==> src/rtl/stq_pkg.sv <==
`timescale 1ns / 1ps

package stq_pkg;

   localparam int TIME_W = 48;
   localparam int ID_W   = 8;
   localparam int WAIT_W = 49;
   localparam int FUNC_W = 2;

   localparam int unsigned FRAC_BITS    = 16;
   localparam int unsigned IDLE_SECONDS = 3600;
   localparam logic [TIME_W-1:0] IDLE_WAIT_RESET = TIME_W'(IDLE_SECONDS) << FRAC_BITS;

   typedef enum logic [FUNC_W-1:0] {
      FUNC_START = 2'd0,
      FUNC_STOP  = 2'd1,
      FUNC_CHECK = 2'd2
   } func_type;

   typedef enum logic [1:0] {
      CELL_HOLD   = 2'd0,
      CELL_REMOVE = 2'd1,
      CELL_INSERT = 2'd2,
      CELL_POP    = 2'd3
   } cell_op_type;

   typedef struct packed {
      cell_op_type       op;
      logic [ID_W-1:0]   id;
      logic [TIME_W-1:0] deadline;
   } cell_cmd_type;

endpackage

==> src/rtl/stq_cell.sv <==
`timescale 1ns / 1ps

module stq_cell (
   input  logic                        clock,
   input  stq_pkg::cell_cmd_type       cmd,
   input  logic                        occupied,
   input  logic                        left_less,
   input  logic [stq_pkg::ID_W-1:0]    left_id,
   input  logic [stq_pkg::TIME_W-1:0]  left_deadline,
   input  logic [stq_pkg::ID_W-1:0]    right_id,
   input  logic [stq_pkg::TIME_W-1:0]  right_deadline,
   input  logic                        hit_in,
   output logic                        less,
   output logic                        hit_out,
   output logic [stq_pkg::ID_W-1:0]    id,
   output logic [stq_pkg::TIME_W-1:0]  deadline
);

   logic [stq_pkg::ID_W-1:0]   id_ff, id_in;
   logic [stq_pkg::TIME_W-1:0] deadline_ff, deadline_in;
   logic                       match;

   assign less     = occupied && (deadline_ff < cmd.deadline);
   assign match    = occupied && (id_ff == cmd.id);
   assign hit_out  = hit_in | match;
   assign id       = id_ff;
   assign deadline = deadline_ff;

   always_comb begin
      id_in       = id_ff;
      deadline_in = deadline_ff;
      case (cmd.op)
         stq_pkg::CELL_REMOVE: begin
            // close the gap left by the matching entry
            if (hit_out) begin
               id_in       = right_id;
               deadline_in = right_deadline;
            end
         end
         stq_pkg::CELL_INSERT: begin
            if (!less) begin
               if (left_less) begin
                  id_in       = cmd.id;
                  deadline_in = cmd.deadline;
               end else begin
                  id_in       = left_id;
                  deadline_in = left_deadline;
               end
            end
         end
         stq_pkg::CELL_POP: begin
            id_in       = right_id;
            deadline_in = right_deadline;
         end
         default: begin
            id_in       = id_ff;
            deadline_in = deadline_ff;
         end
      endcase
   end

   always_ff @(posedge clock) begin
      id_ff       <= id_in;
      deadline_ff <= deadline_in;
   end

endmodule

==> src/rtl/sorted_timer_queue_core.sv <==
// steps: start goes capture, remove, insert, result; stop goes capture, remove, result;
//    unused func goes capture, result; check goes capture, one pop per expiry, result
// one item at a time; the next can be taken in the same cycle its final result shows
// the cell chain does one shift step per cycle, holding while a result is stalled
// reset (synchronous, active high) empties the queue and sets idle_wait to 3600 s
`timescale 1ns / 1ps

module sorted_timer_queue_core #(
   parameter int TIMERS = 16
) (
   input  logic                               clock,
   input  logic                               reset,
   input  logic                               csr_wr_en,
   input  logic [stq_pkg::TIME_W-1:0]         csr_wr_data,
   input  logic                               req_valid,
   output logic                               req_stall,
   input  logic [stq_pkg::FUNC_W-1:0]         req_func,
   input  logic [stq_pkg::ID_W-1:0]           req_timer_id,
   input  logic [stq_pkg::TIME_W-1:0]         req_deadline,
   input  logic [stq_pkg::TIME_W-1:0]         req_now_time,
   output logic                               rsp_valid,
   input  logic                               rsp_stall,
   output logic                               rsp_expired_valid,
   output logic [stq_pkg::ID_W-1:0]           rsp_expired_id,
   output logic signed [stq_pkg::WAIT_W-1:0]  rsp_wait_time,
   output logic                               rsp_overflow,
   output logic                               rsp_last
);

   localparam int CNT_W = $clog2(TIMERS + 1);
   localparam logic [CNT_W-1:0] CNT_FULL = CNT_W'(TIMERS);

   typedef enum logic [4:0] {
      S_IDLE   = 5'b00001,
      S_REMOVE = 5'b00010,
      S_INSERT = 5'b00100,
      S_CHECK  = 5'b01000,
      S_FINAL  = 5'b10000
   } state_type;

   state_type state_ff, state_in;

   logic [stq_pkg::TIME_W-1:0] idle_wait_ff, idle_wait_in;
   logic [CNT_W-1:0]           count_ff, count_in;
   logic                       ovf_ff, ovf_in;

   stq_pkg::func_type          func_ff, func_in;
   logic [stq_pkg::ID_W-1:0]   id_ff, id_in;
   logic [stq_pkg::TIME_W-1:0] deadline_ff, deadline_in;
   logic [stq_pkg::TIME_W-1:0] now_ff, now_in;

   logic                              rsp_valid_ff, rsp_valid_in;
   logic                              rsp_expired_valid_ff, rsp_expired_valid_in;
   logic [stq_pkg::ID_W-1:0]          rsp_expired_id_ff, rsp_expired_id_in;
   logic signed [stq_pkg::WAIT_W-1:0] rsp_wait_time_ff, rsp_wait_time_in;
   logic                              rsp_overflow_ff, rsp_overflow_in;
   logic                              rsp_last_ff, rsp_last_in;

   stq_pkg::cell_cmd_type      cmd;
   logic [TIMERS-1:0]          occupied;
   logic [TIMERS-1:0]          less_w;
   logic [TIMERS:0]            hit_w;
   logic [stq_pkg::ID_W-1:0]   id_w [TIMERS];
   logic [stq_pkg::TIME_W-1:0] deadline_w [TIMERS];

   logic accept;
   logic out_free;
   logic head_expired;
   logic [stq_pkg::WAIT_W-1:0] head_wait;

   assign req_stall    = (state_ff != S_IDLE);
   assign accept       = req_valid && !req_stall;
   assign out_free     = !rsp_valid_ff || !rsp_stall;
   assign head_expired = (count_ff != '0) && (deadline_w[0] < now_ff);
   assign head_wait    = {1'b0, deadline_w[0]} - {1'b0, now_ff};

   assign rsp_valid         = rsp_valid_ff;
   assign rsp_expired_valid = rsp_expired_valid_ff;
   assign rsp_expired_id    = rsp_expired_id_ff;
   assign rsp_wait_time     = rsp_wait_time_ff;
   assign rsp_overflow      = rsp_overflow_ff;
   assign rsp_last          = rsp_last_ff;

   assign hit_w[0] = 1'b0;

   genvar gi;
   generate
      for (gi = 0; gi < TIMERS; gi++) begin : g_cell
         logic                       l_less;
         logic [stq_pkg::ID_W-1:0]   l_id, r_id;
         logic [stq_pkg::TIME_W-1:0] l_deadline, r_deadline;

         assign occupied[gi] = (CNT_W'(gi) < count_ff);

         if (gi == 0) begin : g_head
            // a new entry lands at the front when nothing is earlier
            assign l_less     = 1'b1;
            assign l_id       = '0;
            assign l_deadline = '0;
         end else begin : g_body
            assign l_less     = less_w[gi-1];
            assign l_id       = id_w[gi-1];
            assign l_deadline = deadline_w[gi-1];
         end

         if (gi == TIMERS - 1) begin : g_tail
            assign r_id       = '0;
            assign r_deadline = '0;
         end else begin : g_inner
            assign r_id       = id_w[gi+1];
            assign r_deadline = deadline_w[gi+1];
         end

         stq_cell u_cell (
            .clock          (clock),
            .cmd            (cmd),
            .occupied       (occupied[gi]),
            .left_less      (l_less),
            .left_id        (l_id),
            .left_deadline  (l_deadline),
            .right_id       (r_id),
            .right_deadline (r_deadline),
            .hit_in         (hit_w[gi]),
            .less           (less_w[gi]),
            .hit_out        (hit_w[gi+1]),
            .id             (id_w[gi]),
            .deadline       (deadline_w[gi])
         );
      end
   endgenerate

   always_comb begin
      state_in     = state_ff;
      idle_wait_in = idle_wait_ff;
      count_in     = count_ff;
      ovf_in       = ovf_ff;
      func_in      = func_ff;
      id_in        = id_ff;
      deadline_in  = deadline_ff;
      now_in       = now_ff;

      cmd.op       = stq_pkg::CELL_HOLD;
      cmd.id       = id_ff;
      cmd.deadline = deadline_ff;

      rsp_valid_in         = rsp_valid_ff && rsp_stall;
      rsp_expired_valid_in = rsp_expired_valid_ff;
      rsp_expired_id_in    = rsp_expired_id_ff;
      rsp_wait_time_in     = rsp_wait_time_ff;
      rsp_overflow_in      = rsp_overflow_ff;
      rsp_last_in          = rsp_last_ff;

      if (csr_wr_en) begin
         idle_wait_in = csr_wr_data;
      end

      case (state_ff)
         S_IDLE: begin
            if (accept) begin
               func_in     = stq_pkg::func_type'(req_func);
               id_in       = req_timer_id;
               deadline_in = req_deadline;
               now_in      = req_now_time;
               ovf_in      = 1'b0;
               case (req_func)
                  stq_pkg::FUNC_START: state_in = S_REMOVE;
                  stq_pkg::FUNC_STOP:  state_in = S_REMOVE;
                  stq_pkg::FUNC_CHECK: state_in = S_CHECK;
                  default:             state_in = S_FINAL;
               endcase
            end
         end
         S_REMOVE: begin
            cmd.op = stq_pkg::CELL_REMOVE;
            if (hit_w[TIMERS]) begin
               count_in = count_ff - 1'b1;
            end
            state_in = (func_ff == stq_pkg::FUNC_START) ? S_INSERT : S_FINAL;
         end
         S_INSERT: begin
            if (count_ff == CNT_FULL) begin
               ovf_in = 1'b1;
            end else begin
               cmd.op   = stq_pkg::CELL_INSERT;
               count_in = count_ff + 1'b1;
            end
            state_in = S_FINAL;
         end
         S_CHECK: begin
            if (!head_expired) begin
               state_in = S_FINAL;
            end else if (out_free) begin
               cmd.op               = stq_pkg::CELL_POP;
               count_in             = count_ff - 1'b1;
               rsp_valid_in         = 1'b1;
               rsp_expired_valid_in = 1'b1;
               rsp_expired_id_in    = id_w[0];
               rsp_wait_time_in     = '0;
               rsp_overflow_in      = 1'b0;
               rsp_last_in          = 1'b0;
            end
         end
         S_FINAL: begin
            if (out_free) begin
               rsp_valid_in         = 1'b1;
               rsp_expired_valid_in = 1'b0;
               rsp_expired_id_in    = '0;
               rsp_wait_time_in     = (count_ff == '0) ? $signed({1'b0, idle_wait_ff})
                                                       : $signed(head_wait);
               rsp_overflow_in      = ovf_ff;
               rsp_last_in          = 1'b1;
               state_in             = S_IDLE;
            end
         end
         default: begin
            state_in = S_IDLE;
         end
      endcase
   end

   always_ff @(posedge clock) begin
      if (reset) begin
         state_ff     <= S_IDLE;
         idle_wait_ff <= stq_pkg::IDLE_WAIT_RESET;
         count_ff     <= '0;
         rsp_valid_ff <= 1'b0;
      end else begin
         state_ff     <= state_in;
         idle_wait_ff <= idle_wait_in;
         count_ff     <= count_in;
         rsp_valid_ff <= rsp_valid_in;
      end
   end

   always_ff @(posedge clock) begin
      ovf_ff               <= ovf_in;
      func_ff              <= func_in;
      id_ff                <= id_in;
      deadline_ff          <= deadline_in;
      now_ff               <= now_in;
      rsp_expired_valid_ff <= rsp_expired_valid_in;
      rsp_expired_id_ff    <= rsp_expired_id_in;
      rsp_wait_time_ff     <= rsp_wait_time_in;
      rsp_overflow_ff      <= rsp_overflow_in;
      rsp_last_ff          <= rsp_last_in;
   end

endmodule

==> config.mk <==
export PLATFORM = sky130hd
export DESIGN_NAME = sorted_timer_queue_core
export DESIGN_NICKNAME = d
export VERILOG_FILES = /design/src/rtl/stq_pkg.sv /design/src/rtl/stq_cell.sv /design/src/rtl/sorted_timer_queue_core.sv
export SDC_FILE = /design/constraint.sdc
export NUM_CORES = 2
export LEC_CHECK = 0
export BUFFER_PORTS_ARGS = -buffer_cell sky130_fd_sc_hd__buf_2
export CAP_MARGIN = 20
export CORE_MARGIN = 10
export CORE_UTILIZATION = 41
export CTS_BUF_LIST = sky130_fd_sc_hd__clkbuf_4 sky130_fd_sc_hd__clkbuf_8
export DETAILED_ROUTE_END_ITERATION = 12
export SYNTH_ARGS = -nofsm -noshare
export SYNTH_HDL_FRONTEND = slang
export SYNTH_SLANG_ARGS = --single-unit
==> constraint.sdc <==
create_clock -name clock -period 11.2 [get_ports clock]
set_clock_uncertainty 0.2 [all_clocks]
set_input_delay 1.12 -clock clock [delete_from_list [all_inputs] [get_ports clock]]
set_output_delay 1.12 -clock clock [all_outputs]
set_load 0.005 [all_outputs]
# [Word-level counts from Yosys, hierarchy flattened]
# Cells that the tools add are included.
[classes] addsub=3 n_lt_le_gt_ge=33 n_eq_ne=68 mux=164 bitwise=15 reduce_logical=69
[op_table] op="$pmux 48 s3" count=16
[op_table] op="$mux 48" count=47
[op_table] op="$lt 48x48->1" count=17
[op_table] op="$mux 8" count=50
[op_table] op="$pmux 8 s3" count=16
[op_table] op="$mux 49" count=4
[op_table] op="$eq 8x8->1" count=16
[op_table] op="$pmux 49 s2" count=1
[op_table] op="$reduce_and 3->1" count=18
[op_table] op="$sub 48x48->49" count=1
[op_table] op="$ne 2x2->1 const B" count=23
[op_table] op="$lt 4x5->1 const A" count=8
[op_table] op="$mux 5" count=8
[op_table] op="$logic_and 1x1->1" count=35
[op_table] op="$ne 2x1->1 const B" count=17
[op_table] op="$pmux 5 s5" count=1
[op_table] op="$lt 3x5->1 const A" count=4
[op_table] op="$pmux 8 s2" count=1
[op_table] op="$or 1x1->1" count=15
[op_table] op="$pmux 5 s3" count=1
[op_table] op="$eq 5x5->1 const B" count=2
[op_table] op="$lt 1x5->1 const A" count=2
[op_table] op="$lt 2x5->1 const A" count=2
[op_table] op="$pmux 1 s2" count=5
[op_table] op="other kinds (24)" count=42
[word_totals] reg_bits=1122 inputBits=159 out_inout_bits=62 elab_cells=398

# [Logic depth before layout (Yosys ltp)]
[logic_depth] ltp_word=19 ltp_mapped=16 mapped_depth_nobuf=13

# [Modules after synthesis]
# From an unflattened synthesis, not the netlist that was laid out.
[hier_totals] cells_unflattened=7930 area_unflattened_um2=77275.4
[by_module_without_submodules] module="stq_cell" instances=16 cells_each=427 area_each_um2=4115.2 seq_area_each_um2=1681.6
[by_module_without_submodules] module="sorted_timer_queue_core" instances=1 cells_each=1098 area_each_um2=11432.2 seq_area_each_um2=6195.9

# [Worst setup path before layout]
# No wires, ideal clock.
[synth_timing] path_kind="register -> register" start="register g_cell[0].u_cell.deadline_ff, in the netlist g_cell[0].u_cell.deadline[14]" end="register rsp_expired_id_ff, in the netlist rsp_expired_id[0], enable pin" setup_time_ps=569 arrival_time_ps=6865 required_time_ps=10431 path_slack_ps=3566 stages_incl_launch_ff=12 path_buffers=1 period_less_slack_ps=7634 cell_sequence="edfxtp_1 ha_1 buf_2 a21o_1 a21o_1 a221o_1 a211o_1 and4_1 o2111ai_2 and2_1 o21ai_0 a21boi_0"
[synth_between] elab_chain_cells=4
[synth_rtl] element="start, declared" line_no="stq_cell.sv:20" text="logic [stq_pkg::TIME_W-1:0] deadline_ff, deadline_in;"
[synth_rtl] element="start signal, assigned" line_no="stq_cell.sv:64" text="deadline_ff <= deadline_in;"
[synth_rtl] element="$lt 48x48->1" line_no="sorted_timer_queue_core.sv:74" text="assign head_expired = (count_ff != '0) && (deadline_w[0] < now_ff);"
[synth_rtl] element="$logic_and 1x1->1" line_no="sorted_timer_queue_core.sv:74"
[synth_rtl] element="$ne 2x2->1 (no line)"
[synth_rtl] element="$reduce_and 4->1 (no line)"
[synth_rtl] element="end signal, assigned" line_no="sorted_timer_queue_core.sv:242" text="rsp_expired_id_ff <= rsp_expired_id_in;"
[synth_rtl] element="end, declared" line_no="sorted_timer_queue_core.sv:54" text="logic [stq_pkg::ID_W-1:0] rsp_expired_id_ff, rsp_expired_id_in;"
# No other way between the ends.
# A chain may end at the register's enable or synchronous reset.

# [Worst setup path after layout]
[layout_timing] start="register deadline_ff[2] (netlist name)" end="register g_cell[7].u_cell.deadline_ff, in the netlist g_cell[7].u_cell.deadline[26] (data pin)"
[layout_between] elab_chain_cells=5
[layout_rtl] element="start, declared" line_no="sorted_timer_queue_core.sv:49" text="logic [stq_pkg::TIME_W-1:0] deadline_ff, deadline_in;"
[layout_rtl] element="start signal, assigned" line_no="sorted_timer_queue_core.sv:239" text="deadline_ff <= deadline_in;"
[layout_rtl] element="$lt 48x48->1" line_no="stq_cell.sv:23" text="assign less = occupied && (deadline_ff < cmd.deadline);"
[layout_rtl] element="$logic_and 1x1->1" line_no="stq_cell.sv:23"
[layout_rtl] element="$mux 48" line_no="stq_cell.sv:42" text="if (left_less) begin"
[layout_rtl] element="$mux 48" line_no="stq_cell.sv:41" text="if (!less) begin"
[layout_rtl] element="$pmux 48 s3" line_no="stq_cell.sv:32" text="case (cmd.op)"
[layout_rtl] element="net g_cell[7].u_cell.deadline_in, one bit" line_no="stq_cell.sv:20"
[layout_rtl] element="end signal, assigned" line_no="stq_cell.sv:64"
[layout_rtl] element="end, declared" line_no="stq_cell.sv:20"
# The timed path passes the listed nets, and every way through them passes these cells. The select of a mux whose other input is x is not followed.

==> results.ini <==
[sta]
max_freq_mhz = 150
fin_ws_ns = 4.52
drv_slew = 0
fin_crit_sh_pct = 59.6
fin_hold_ws_ns = 0.0921
slew_headroom_pct = 18.5
tightestPinTransition_ns = 1.21
setup_tns_ns = 0
rsz0062_at_grt = no
setup-violations-final = 0
hold_viol_final = 0
post-route-min-period_ns = 6.68

[worst_setup_path]
end_kind = flop
cp-startpoint = deadline_ff[2]$_DFFE_PP_
path_cells = inv_1 -> ha_1 -> a21oi_1 -> o21ai_0 -> a31oi_1 -> o211ai_1 -> a221oi_1 -> nor3_1 -> o311ai_0 -> nand3_4 -> buf_4 -> mux2i_1 -> o21ai_0
path_common_cell = o21ai_0
r2r_cells = 13
cp_data_arrival_time_ns = 7.17
crit_type = reg -> reg
r2r-end = g_cell[7].u_cell.deadline[26]$_DFFE_PP_
r2r_slack_ns = 4.52
crit_path_start_kind = flop
crit_fanout = 45
slowest_stage = o311ai_0
r2r-start = deadline_ff[2]$_DFFE_PP_
max_stage_delay_ns = 1.01
cp_num_buf_inv = 2
crit_end = g_cell[7].u_cell.deadline[26]$_DFFE_PP_
crit_family = compound AO/OA/AOI/OAI gates
required_ns = 11.69
worst-path-stages = 13

[placement]
pre_cts_ws_ns = 4.55
gp_congestion = 0.955
placed_cells = 9220
io_buffers = 220
post-dp-hpwl_microns = 178000

[floorplanning]
fp.coreArea_sq_um = 177000
start_util_pct = 41.4
die_area_sq_um = 196000
io_pins = 221
die_h_microns = 442
die_w_microns = 442
rows = 154

[routing]
drt_iter0_drc = 5914
drc = 0
avgViaCountPerCell = 5.97
first_pass_iters = 7
drtAntennaViolNets = 0
wl_per_cell_microns = 26.4
num_vias = 57328
wirelength_microns = 253000

[synthesis]
ys.flop_type = edfxtp_1
syn_nets = 7910
ys_warn_count = 0
synth.distinct_cells = 73
yosysSeqAreaShare_pct = 45.3
synth_area_per_cell_sq_um = 10.5
synth_edf_count = 1063
syn_area_sq_um = 73100
synthArstFlopShare_pct = 0
ys_ff_latch = 1122
postSynthCellCount = 6946

[power]
irDropWorstVdd_v = 0.000124
cellPowerDensity_nw_per_um2 = 138
p_leak_uw = 0.0345

[layout]
fin_nets = 8054
area_growth_pct = 10.8
finish.utilization_pct = 45.9
drive_gt1_share_pct = 10.1
fillers = 16445
final_cells = 9609

[clock_tree]
clk_pin_slew_ns = 0.06
cts_hold_buf = 0
cts_resized = 0
insertion_delay_ns = 1.01
root_buffer = clkbuf_8
postCtsSetupBuffers = 0
cts_sinks = 1122
cts_tree = done
htree_levels = 4
cts_inserted_buffers = 205
clockBufferDepth = 3

[status]
status = finished clean

[grt]
antenna_found_initial = 18
grt_pass1_vias = 55630
grt_pass1_wl_microns = 371000
grtUsageTotal_pct = 24.7
grt_overflow = 0
grt_max_degree = 277

[run]
cap_violations = 0

[min_path]
hp-class = in -> reg

## where the power goes
group          total, uW  internal, uW  switching (uW)
clock network       4130          2170            1950
registers           4970          4760             211
logic               2070           752            1320
total              11200          7690            3490
## cell usage after synthesis (18+ instances only)
cell type  count  area (sq um)
ha_1         804         10100
xnor2_1      122          1070
edfxtp_1    1063         31900
a2111oi_0     21           184
o21ai_0      842          4210
and2_1        19           119
mux2i_1      841          8420
nand2b_1      32           200
nand3_1       90           450
clkbuf_1     287          1080
nand2_1     1014          3810
a211oi_1      57           428
nand4_1      154           963
nor2_1       227           852
xor2_1        49           429
nor2b_1       60           375
nor3_1        40           200
a21o_1       218          1640
o211ai_1      82           616
buf_1         32           120
inv_1        130           488
a21oi_1      269          1350
o21ai_1      104           521
buf_2         67           335
nor4_1        21           131
a31oi_1       18           113
dfxtp_1       59          1180
o21a_1        20           150
## layout by cell type, fill, tap and decap left out, types with 40 or more instances in the layout
cell | synthesis | routed
o21ai_0 | 842 | 842
clkbuf_8 | 0 | 215
clkinv_1 | 1 | 54
nor3_1 | 40 | 40
edfxtp_1 | 1063 | 1063
nor2_1 | 227 | 224
nor2b_1 | 60 | 60
buf_4 | 17 | 115
a211oi_1 | 57 | 56
o21ai_1 | 104 | 104
nand2_1 | 1014 | 1013
xnor2_1 | 122 | 122
a21o_1 | 218 | 217
mux2i_1 | 841 | 841
inv_1 | 130 | 130
nand4_1 | 154 | 154
buf_2 | 67 | 222
dfxtp_1 | 59 | 59
ha_1 | 804 | 804
clkbuf_4 | 0 | 58
xor2_1 | 49 | 49
o211ai_1 | 82 | 82
a21oi_1 | 269 | 258
nand3_1 | 90 | 88
## flip-flops by register name, indices dropped and copies added (netlist names), 2 cells and up
name / cells
rsp_expired_id: 8
id_ff: 8
count_ff: 5
func_ff: 2
state_ff: 5
g_cell.u_cell.deadline: 768
deadline_ff: 48
g_cell.u_cell.id: 128
now_ff: 48
idle_wait_ff: 48
rsp_wait_time: 49
## cell families after synthesis
group	after synthesis	synth area share, %
flip-flops	1122	45.3
buffers and inverters	541	3.05
multiplexers	842	11.5
adder cells (fa/ha/maj)	805	13.8
AO/OA/AOI/OAI	1740	13.9
XOR/XNOR	171	2.05
AND/OR/NAND/NOR	1725	10.4
## routing by layer
metal | vias up | GRT usage, % | routed length (microns)
met1 | 27882 | 33.3 | 109000
met3 | 563 | 4.52 | 19800
met4 | 16 | 11.9 | 13100
met5 | - | 0 | 106
met2 | 2579 | 38.2 | 111000
li1 | 26288 | - | -
## per-stage QoR
step	instance area (sq um)	power, uW
2_1_floorplan	73100	6310
3_3_place_gp	76700	7040
3_5_place_dp	76700	7090
4_1_cts	80900	11200
5_1_grt	81000	11600
6_report	81000	11200
## layout make-up
cell class	instances	area (sq um)	area share (%)
Inverter	131	492	0.607
Tap cell	2340	2930	3.61
Clock inverter	108	792	0.978
Multi-Input combinational cell	5283	38100	47.0
Sequential cell	1122	33100	40.9
Antenna cell	5	12.5	0.0154
Timing Repair Buffer	347	2190	2.70
Clock buffer	273	3390	4.19
## worst min-delay path by stage
stage	start	endpoint	slack, ns	depth (start not counted)
after floorplan	idle_wait_ff[10]$_SDFFE_PP0P_	idle_wait_ff[10]$_SDFFE_PP0P_	0.26	2
after global placement	idle_wait_ff[5]$_SDFFE_PP0P_	idle_wait_ff[5]$_SDFFE_PP0P_	0.27	2
after detailed placement	idle_wait_ff[18]$_SDFFE_PP0P_	idle_wait_ff[18]$_SDFFE_PP0P_	0.28	2
after CTS	req_timer_id[4]	id_ff[4]$_DFFE_PP_	0.004	1
after global routing	req_timer_id[4]	id_ff[4]$_DFFE_PP_	0.05	1
final	req_timer_id[6]	id_ff[6]$_DFFE_PP_	0.09	1
(Power assumes the default switching activity.)
